`config.mk`:
```
export PLATFORM = sky130hd
export DESIGN_NAME = gate_motion_controller
export DESIGN_NICKNAME = d
export VERILOG_FILES = /design/src/design/gmc_pkg.sv /design/src/design/gate_motion_controller.sv /design/src/design/gmc_core.sv
export SDC_FILE = /design/constraint.sdc
export NUM_CORES = 1
export LEC_CHECK = 0
export BUFFER_PORTS_ARGS = -buffer_cell sky130_fd_sc_hd__buf_2
export CORE_ASPECT_RATIO = 1.1
export CORE_UTILIZATION = 26
export CTS_BUF_LIST = sky130_fd_sc_hd__clkbuf_4 sky130_fd_sc_hd__clkbuf_8 sky130_fd_sc_hd__clkbuf_16
export CTS_CLUSTER_DIAMETER = 60
export DETAILED_ROUTE_END_ITERATION = 10
export GPL_TIMING_DRIVEN = 0
export PLACE_DENSITY_LB_ADDON = 0.12
export REMOVE_ABC_BUFFERS = 1
export SYNTH_ARGS = -nofsm -noshare
export SYNTH_HDL_FRONTEND = slang
export SYNTH_SLANG_ARGS = --single-unit
```
`constraint.sdc`:
```
create_clock -name clk -period 4.05 [get_ports clk]
set_input_delay 1.215 -clock clk [delete_from_list [all_inputs] [get_ports clk]]
set_output_delay 1.215 -clock clk [all_outputs]
set_load 0.005 [all_outputs]
```
`src/design/gmc_pkg.sv`:
```
package gmc_pkg;

  // Configuration register indexes and widths.
  localparam int CfgIndexW = 2;
  localparam int CfgDataW  = 16;
  localparam logic [CfgIndexW-1:0] CFG_TAP_LIMIT    = 2'd0;
  localparam logic [CfgIndexW-1:0] CFG_TRAVEL_TICKS = 2'd1;

  localparam logic [7:0]  TAP_LIMIT_RESET    = 8'd6;
  localparam logic [15:0] TRAVEL_TICKS_RESET = 16'd60;
  localparam logic [7:0]  HOLD_MAX           = 8'd255;

  // Gate modes, encoded as they appear on the gate_state output.
  typedef enum logic [2:0] {
    MODE_CLOSED  = 3'd0,
    MODE_OPEN    = 3'd1,
    MODE_OPENING = 3'd2,
    MODE_CLOSING = 3'd3,
    MODE_STOPPED = 3'd4
  } gate_mode_t;

  // One result item as produced by the update logic.
  typedef struct packed {
    logic [2:0] gate_state;
    logic       green_led;
    logic       red_led;
    logic       auto_running;
  } result_t;

endpackage

```
`src/design/gate_motion_controller.sv`:
```
// An input item passes through the input register, then through the update logic
// into the result register, where the result item waits until it is taken at an
// edge with out_stall low.
// Throughput: one item per cycle; the input register advances whenever the
// result register is empty or being taken in the same cycle.
// Reset (rst, synchronous, active high): gate closed, counters and button history
// cleared, both registers empty, tap_limit 6 and travel_ticks 60.
module gate_motion_controller (
  input  logic                          clk,
  input  logic                          rst,
  input  logic                          cfg_we,
  input  logic [gmc_pkg::CfgIndexW-1:0] cfg_index,
  input  logic [gmc_pkg::CfgDataW-1:0]  cfg_data,
  input  logic                          in_valid,
  output logic                          in_stall,
  input  logic                          open_pressed,
  input  logic                          close_pressed,
  output logic                          out_valid,
  input  logic                          out_stall,
  output logic [2:0]                    gate_state,
  output logic                          green_led,
  output logic                          red_led,
  output logic                          auto_running
);

  logic             in_reg_valid;
  logic             in_reg_open;
  logic             in_reg_close;
  logic             advance;
  logic             process;
  logic             accept;
  gmc_pkg::result_t result;

  // The input register moves on when the result register can take an item.
  assign advance  = !out_valid || !out_stall;
  assign process  = in_reg_valid && advance;
  assign in_stall = in_reg_valid && !advance;
  assign accept   = in_valid && !in_stall;

  // Input register.
  always_ff @(posedge clk) begin
    if (rst) begin
      in_reg_valid <= 1'b0;
    end else if (accept) begin
      in_reg_valid <= 1'b1;
    end else if (process) begin
      in_reg_valid <= 1'b0;
    end
  end

  always_ff @(posedge clk) begin
    if (accept) begin
      in_reg_open  <= open_pressed;
      in_reg_close <= close_pressed;
    end
  end

  // Gate state machine and configuration registers.
  gmc_core u_core (
    .clk       (clk),
    .rst       (rst),
    .cfg_we    (cfg_we),
    .cfg_index (cfg_index),
    .cfg_data  (cfg_data),
    .step      (process),
    .open_now  (in_reg_open),
    .close_now (in_reg_close),
    .result    (result)
  );

  // Result register.
  always_ff @(posedge clk) begin
    if (rst) begin
      out_valid <= 1'b0;
    end else if (process) begin
      out_valid <= 1'b1;
    end else if (!out_stall) begin
      out_valid <= 1'b0;
    end
  end

  always_ff @(posedge clk) begin
    if (process) begin
      gate_state   <= result.gate_state;
      green_led    <= result.green_led;
      red_led      <= result.red_led;
      auto_running <= result.auto_running;
    end
  end

endmodule

```
`src/design/gmc_core.sv`:
```
module gmc_core (
  input  logic                          clk,
  input  logic                          rst,
  input  logic                          cfg_we,
  input  logic [gmc_pkg::CfgIndexW-1:0] cfg_index,
  input  logic [gmc_pkg::CfgDataW-1:0]  cfg_data,
  input  logic                          step,
  input  logic                          open_now,
  input  logic                          close_now,
  output gmc_pkg::result_t              result
);

  // Configuration registers.
  logic [7:0]  tap_limit;
  logic [15:0] travel_ticks;

  // Controller state.
  gmc_pkg::gate_mode_t gate_mode, gate_mode_next;
  logic        open_was_down, close_was_down;
  logic [7:0]  open_hold_count, open_hold_count_next;
  logic [7:0]  close_hold_count, close_hold_count_next;
  logic [15:0] travel_count, travel_count_next;
  logic        timer_active, timer_active_next;

  // Configuration writes; unknown indexes are ignored.
  always_ff @(posedge clk) begin
    if (rst) begin
      tap_limit    <= gmc_pkg::TAP_LIMIT_RESET;
      travel_ticks <= gmc_pkg::TRAVEL_TICKS_RESET;
    end else if (cfg_we) begin
      unique case (cfg_index)
        gmc_pkg::CFG_TAP_LIMIT:    tap_limit    <= cfg_data[7:0];
        gmc_pkg::CFG_TRAVEL_TICKS: travel_ticks <= cfg_data;
        default: ;
      endcase
    end
  end

  // Next state: countdown first, then the open button, then the close button.
  always_comb begin
    gate_mode_next        = gate_mode;
    travel_count_next     = travel_count;
    timer_active_next     = timer_active;
    open_hold_count_next  = open_hold_count;
    close_hold_count_next = close_hold_count;

    // Travel countdown; expiry ends automatic motion.
    if (timer_active) begin
      if (travel_count <= 16'd1) begin
        timer_active_next = 1'b0;
        travel_count_next = '0;
        if (gate_mode == gmc_pkg::MODE_OPENING) begin
          gate_mode_next = gmc_pkg::MODE_OPEN;
        end else if (gate_mode == gmc_pkg::MODE_CLOSING) begin
          gate_mode_next = gmc_pkg::MODE_CLOSED;
        end
      end else begin
        travel_count_next = travel_count - 16'd1;
      end
    end

    // Open button: press starts opening, release decides tap or stop.
    if (open_now && !open_was_down) begin
      open_hold_count_next = '0;
      if (gate_mode_next == gmc_pkg::MODE_CLOSED ||
          gate_mode_next == gmc_pkg::MODE_STOPPED ||
          gate_mode_next == gmc_pkg::MODE_CLOSING) begin
        timer_active_next = 1'b0;
        travel_count_next = '0;
        gate_mode_next    = gmc_pkg::MODE_OPENING;
      end
    end else if (open_was_down) begin
      if (open_hold_count != gmc_pkg::HOLD_MAX) begin
        open_hold_count_next = open_hold_count + 8'd1;
      end
      if (!open_now && gate_mode_next == gmc_pkg::MODE_OPENING) begin
        if (open_hold_count_next <= tap_limit) begin
          timer_active_next = 1'b1;
          travel_count_next = travel_ticks;
        end else begin
          timer_active_next = 1'b0;
          travel_count_next = '0;
          gate_mode_next    = gmc_pkg::MODE_STOPPED;
        end
      end
    end

    // Close button, seeing the mode left by the open button.
    if (close_now && !close_was_down) begin
      close_hold_count_next = '0;
      if (gate_mode_next == gmc_pkg::MODE_OPEN ||
          gate_mode_next == gmc_pkg::MODE_STOPPED ||
          gate_mode_next == gmc_pkg::MODE_OPENING) begin
        timer_active_next = 1'b0;
        travel_count_next = '0;
        gate_mode_next    = gmc_pkg::MODE_CLOSING;
      end
    end else if (close_was_down) begin
      if (close_hold_count != gmc_pkg::HOLD_MAX) begin
        close_hold_count_next = close_hold_count + 8'd1;
      end
      if (!close_now && gate_mode_next == gmc_pkg::MODE_CLOSING) begin
        if (close_hold_count_next <= tap_limit) begin
          timer_active_next = 1'b1;
          travel_count_next = travel_ticks;
        end else begin
          timer_active_next = 1'b0;
          travel_count_next = '0;
          gate_mode_next    = gmc_pkg::MODE_STOPPED;
        end
      end
    end
  end

  // Result item seen after this tick's update.
  always_comb begin
    result.gate_state   = gate_mode_next;
    result.green_led    = (gate_mode_next == gmc_pkg::MODE_OPENING);
    result.red_led      = (gate_mode_next == gmc_pkg::MODE_CLOSING);
    result.auto_running = timer_active_next;
  end

  // State registers advance once per processed item.
  always_ff @(posedge clk) begin
    if (rst) begin
      gate_mode        <= gmc_pkg::MODE_CLOSED;
      open_was_down    <= 1'b0;
      close_was_down   <= 1'b0;
      open_hold_count  <= '0;
      close_hold_count <= '0;
      travel_count     <= '0;
      timer_active     <= 1'b0;
    end else if (step) begin
      gate_mode        <= gate_mode_next;
      open_was_down    <= open_now;
      close_was_down   <= close_now;
      open_hold_count  <= open_hold_count_next;
      close_hold_count <= close_hold_count_next;
      travel_count     <= travel_count_next;
      timer_active     <= timer_active_next;
    end
  end

endmodule
```
# Word-level counts from Yosys, hierarchy flattened
# Index checks and enable logic that the tools add are counted.
# op_classes
n_addsub	3
eq_ne	15
reduce_logical	29
n_lt_le_gt_ge	3
muxes	52
# ops
operator	count
2-to-1 mux 16 bit	12
2-to-1 mux 8 bit	10
2-to-1 mux 3 bit	14
== test 3 x 2 -> 1 bit, second input constant	8
adder 8 x 1 -> 8 bit, second input constant	2
<= comparator 16 x 1 -> 1 bit, second input constant	1
<= comparator 8 bit	2
2-to-1 mux 1 bit	16
!= test 8 bit, second input constant	2
subtractor 16 x 1 -> 16 bit, second input constant	1
zero test 1 bit	8
AND reduction 2 bit	4
logical AND 1 bit	7
== test 3 bit, second input constant	2
nonzero test 2 bit	3
logical OR 1 bit	5
== test 3 x 1 -> 1 bit, second input constant	1
zero test 3 bit	1
== test 2 x 1 -> 1 bit, second input constant	1
zero test 2 bit	1
!= test 2 x 1 -> 1 bit, second input constant	1
# totals
output_inout_bits	8
input_bits	25
ff_bits	72
word_cells	119

# Depth between registers and ports, before layout
# depth
ltp_word	16
ltp_mapped	15
depth_no_buf	13

# Hierarchy
# From an unflattened synthesis, not the netlist that was laid out.
# hier_totals
cells_unflattened	517
area_unflattened_um2	4211.5
# modules_own_cells
module	n_inst	seq_area_each_um2	cells_per_inst	area_per_inst_um2
gmc_core	1	1241.2	499	3885.0
gate_motion_controller	1	280.3	18	326.6

# Worst setup path after synthesis
# Ideal clock, no wire load.
# synth_path
path_kind	flip-flop to flip-flop
from	register u_core.open_hold_count[3]
to	register auto_running, data pin
arrival_time_ns	2.995
setup_ns	0.207
period_less_slack_ns	3.202
n_path_buf	1
stages_incl_launch_ff	13
setup_slack_ns	0.848
required_time_ns	3.843
path_cell_list	dfxtp_1 > clkbuf_1 > and4_1 > nand4_1 > mux2_2 > ha_1 > and3_1 > a221o_1 > a21oi_1 > nor3_1 > a21oi_1 > inv_1 > a2111oi_0
# synth_lines
element	line	text
start, declared	gmc_core.sv:20	logic [7:0] open_hold_count, open_hold_count_next;
start signal, assigned	gmc_core.sv:137	open_hold_count <= open_hold_count_next;
end signal, assigned	gate_motion_controller.sv:87	auto_running <= result.auto_running;
end, declared	gate_motion_controller.sv:23	output logic auto_running

# Worst setup path in the final report
# layout_path
from	register u_core.close_hold_count[3]
to	register u_core.travel_count[3]
# layout_between
elab_chain_len	9
word_cells_on_any_way	10
# layout_lines
element	line	text
start, declared	gmc_core.sv:21	logic [7:0] close_hold_count, close_hold_count_next;
start signal, assigned	gmc_core.sv:138	close_hold_count <= close_hold_count_next;
adder 8 x 1 -> 8 bit or != test 8 bit (tied branches)	gmc_core.sv:100, gmc_core.sv:99	
2-to-1 mux 8 bit (*)	gmc_core.sv:99	if (close_hold_count != gmc_pkg::HOLD_MAX) begin
2-to-1 mux 8 bit (*)	gmc_core.sv:98	end else if (close_was_down) begin
2-to-1 mux 8 bit (*)	gmc_core.sv:89	if (close_now && !close_was_down) begin
<= comparator 8 bit (*)	gmc_core.sv:103	if (close_hold_count_next <= tap_limit) begin
2-to-1 mux 16 bit (*)	gmc_core.sv:103	
2-to-1 mux 16 bit (*)	gmc_core.sv:102	if (!close_now && gate_mode_next == gmc_pkg::MODE_CLOSING) begin
2-to-1 mux 16 bit (*)	gmc_core.sv:98	
2-to-1 mux 16 bit (*)	gmc_core.sv:89	
end signal, assigned	gmc_core.sv:139	travel_count <= travel_count_next;
end, declared	gmc_core.sv:22	logic [15:0] travel_count, travel_count_next;
# Every way passes the cells marked *; elsewhere a longest branch is shown, timed or not. The select of a mux whose other input is x is not followed.
# A chain may end at the register's enable or synchronous reset.

==> metrics.txt <==
clock latency at the later pin of the worst-skew pair=0.35 ns; EDFF count, synth=8; Root Buffer Master=clkbuf_16; Post-synth top flop=dfxtp_1; P&R area growth vs syn=14.4%; total negative slack=0 ns; power per cell area=about 350 nW/um^2; Seq/Total Area, Yosys=37.4%; CTS Buffer Depth=2; initial core utilization=between 20% and 30%; grt total ovfl=0; DRT iter0 DRCs=~150; library cells used by synthesis=61; run status=finished, final reports clean; Inserted Diodes=0; Filler cells=1663; post-synthesis compound-gate area fraction=19.4%; Hold WS=between 0.4 and 0.5 ns; vias per cell=slightly above 5; fin nets=between 500 and 600; routed wire length=roughly 11000 um; Avg Cell Area, Syn=8.15 sq um; H-tree depth=3; met1 usage=18.5%; layout cells sized above 1=between 10% and 20%; I/O pins=33; GP Congestion=a little under 0.8; per-cell routed wire length=15.5 um; Leak=0.00184 uW; VDD IR max=between 100 and 150 uV; Placed Area=~4400 sq um; Non-Filler Instances=around 700; Async SR Flop Fraction=0%; first-pass GRT wire length=around 18000 um; Syn Std Cell Area=slightly above 4000 sq um; Multi-input gate area=2390 sq um; Core Area=between 15000 and 20000 sq um; DR pass1 iterations=4; Via Count=~3600; HPWL Detailed=7960 um; max-slew violations=0; worst endpoint required time=about 4.3 ns; Post-Synth Adder-Cell Area=between 6 and 7%; CTS buffer count=9; Reg area=approximately 1500 sq um; IO Port Bufs=32; Slew headroom=between 20% and 30%; startpoint types=flip-flop; number of clock sinks=slightly above 70; max_cap viols=0; warnings from Yosys=0; post-route clock period utilization=between 90 and 100%; largest family of logic cells by synthesized area=simple AND/OR/NAND/NOR gates; CTS tree=yes; Die Ht=133 um; Pwr Total=between 1500 and 2000 uW; # rows=between 40 and 50; Critical Path AT=around 4.0 ns; XOR/XNOR share of the synthesized area=under 10%; hold-fix buffers at CTS=0; placed cells=703; worst hold-check path type=reg2reg; Final ANT Viol Nets=0; Worst Skew=~0.015 ns; post-synthesis cell count=~500; Residual DRC=0; Hold Fails Final Rpt=0; All-Layer GR Usage=roughly 15%; commonest non-fill, non-tap cell in the layout=nand2_1; Synth Area in Simple Gates=between 20% and 30%; Worst Tran Pin Value=1.11 ns; CTS clk-pin slew, worst paths=~0.060 ns; Most Crowded Layer GR=met2; register bit total from synthesis=72; most frequent cells in the layout=nand2_1 (65), dfxtp_1 (64), nor2_1 (59); grt met2 use=a little under a quarter; initial antenna violation count=0; die area=16100 sq um; proportion of synthesized area in mux cells=1.82%; critical path class=reg2reg; final setup fails=0; Die Wd=between 100 and 150 um; largest net degree at the start of global routing=between 50 and 60; final instance area=between 4000 and 5000 sq um; top fanout value on the critical path=12; vias in the first global route=3415; critical path endpoint category=flip-flop; Fmax=between 200 and 300 MHz; unrepaired setup endpoints after global routing=no; Final Critical Period=~3.7 ns; met3 usage=approximately 3.5%
## worst paths after layout
path,from,end,slack (ns),depth (start not counted)
min,u_core.travel_ticks[6],u_core.travel_ticks[6],0.46,2
max,u_core.close_hold_count[3],u_core.travel_count[3],0.30,12
min reg2reg,u_core.travel_ticks[6],u_core.travel_ticks[6],0.46,2
max reg2reg,u_core.close_hold_count[3],u_core.travel_count[3],0.30,12
## cells in the mapped netlist (all sizes together), types with 2 or more instances
library cell / n / area, sq um
a221o: 6 / 60.1
a22oi: 2 / 15.0
nor3b: 4 / 30.0
nand2b: 9 / 56.3
inv: 18 / 67.6
nand2: 65 / 244
nor2b: 8 / 50.1
dfxtp: 64 / 1280
a211o: 4 / 35.0
o221ai: 3 / 26.3
o21a: 4 / 30.0
or4: 3 / 22.5
xnor2: 7 / 61.3
and2: 3 / 18.8
and4: 2 / 17.5
or2: 4 / 25.0
a21o: 3 / 22.5
nor4b: 3 / 41.3
clkbuf: 21 / 78.8
nor2: 59 / 221
o211ai: 5 / 47.5
a21oi: 46 / 230
edfxtp: 8 / 240
xor2: 2 / 17.5
and3: 6 / 37.5
nand4: 8 / 50.1
nor4: 6 / 43.8
nand3: 17 / 85.1
mux2i: 4 / 40.0
or3: 11 / 78.8
ha: 20 / 250
a2bb2oi: 2 / 17.5
buf: 3 / 21.3
nand3b: 10 / 75.1
o21ai: 14 / 70.1
a32oi: 12 / 105
mux2: 3 / 33.8
nor3: 15 / 80.1
o21bai: 3 / 33.8
## kinds of logic after synthesis
kind of cell | count (synthesis)
buffers and inverters | 42
multiplexers | 7
adder cells (fa/ha/maj) | 20
XOR/XNOR | 9
AND/OR/NAND/NOR | 234
AO/OA/AOI/OAI | 115
flip-flops | 72
## routing by layer
layer | vias to the layer above | part of all wire [%]
met5 | - | 0
met4 | 0 | 1.4
met3 | 16 | 2.3
met2 | 48 | 48
met1 | 1729 | 48
li1 | 1848 | -
## area by class of cell
class	instances	share of cell area, %
clock buffer	12	5.33
clock inverter	3	0.430
inverter	18	1.45
multi-input combinational	385	51.4
sequential	72	32.7
tap	196	5.27
timing repair buffer	32	3.44
## critical path: stages (launching register included)
cell and delay, ns:
dfxtp_1 0.49, and4_1 0.30, nand4_1 0.29, nand4_1 0.30
xnor2_1 0.15, ha_1 0.27, a21o_1 0.18, a21oi_1 0.14
a21oi_1 0.08, o22a_1 0.25, a21oi_2 0.55, and2_0 0.48
a221o_1 0.22
## flip-flops by register name, summed over array words and instances (netlist names), 3 cells and up
register,count
u_core.travel_count,16
u_core.gate_mode,3
u_core.tap_limit,8
u_core.open_hold_count,8
u_core.close_hold_count,8
u_core.travel_ticks,16
gate_state,3
## timing repair
| item | CTS | global route |
|---|---|---|
| endpoints found under the setup margin | 0 | 9 |
| gates resized for setup | 0 | 2 |
| buffers inserted | 0 | 0 |
## per-stage QoR
stage / setup WS, ns / util (%)
finish: 0.305 / 30.7
global route: 0.0175 / 30.7
CTS: 0.0191 / 30.6
detailed placement: 0.0289 / 28.8
global placement: 0.0590 / 28.8
floorplan: 0.961 / -
## power breakdown
group	internal (uW)	switching (uW)	total, uW
clock	431	302	733
sequential	742	16.9	759
combinational	54.5	94.9	149
total	1230	414	1640
No activity file was read; power rests on OpenSTA's default activity.
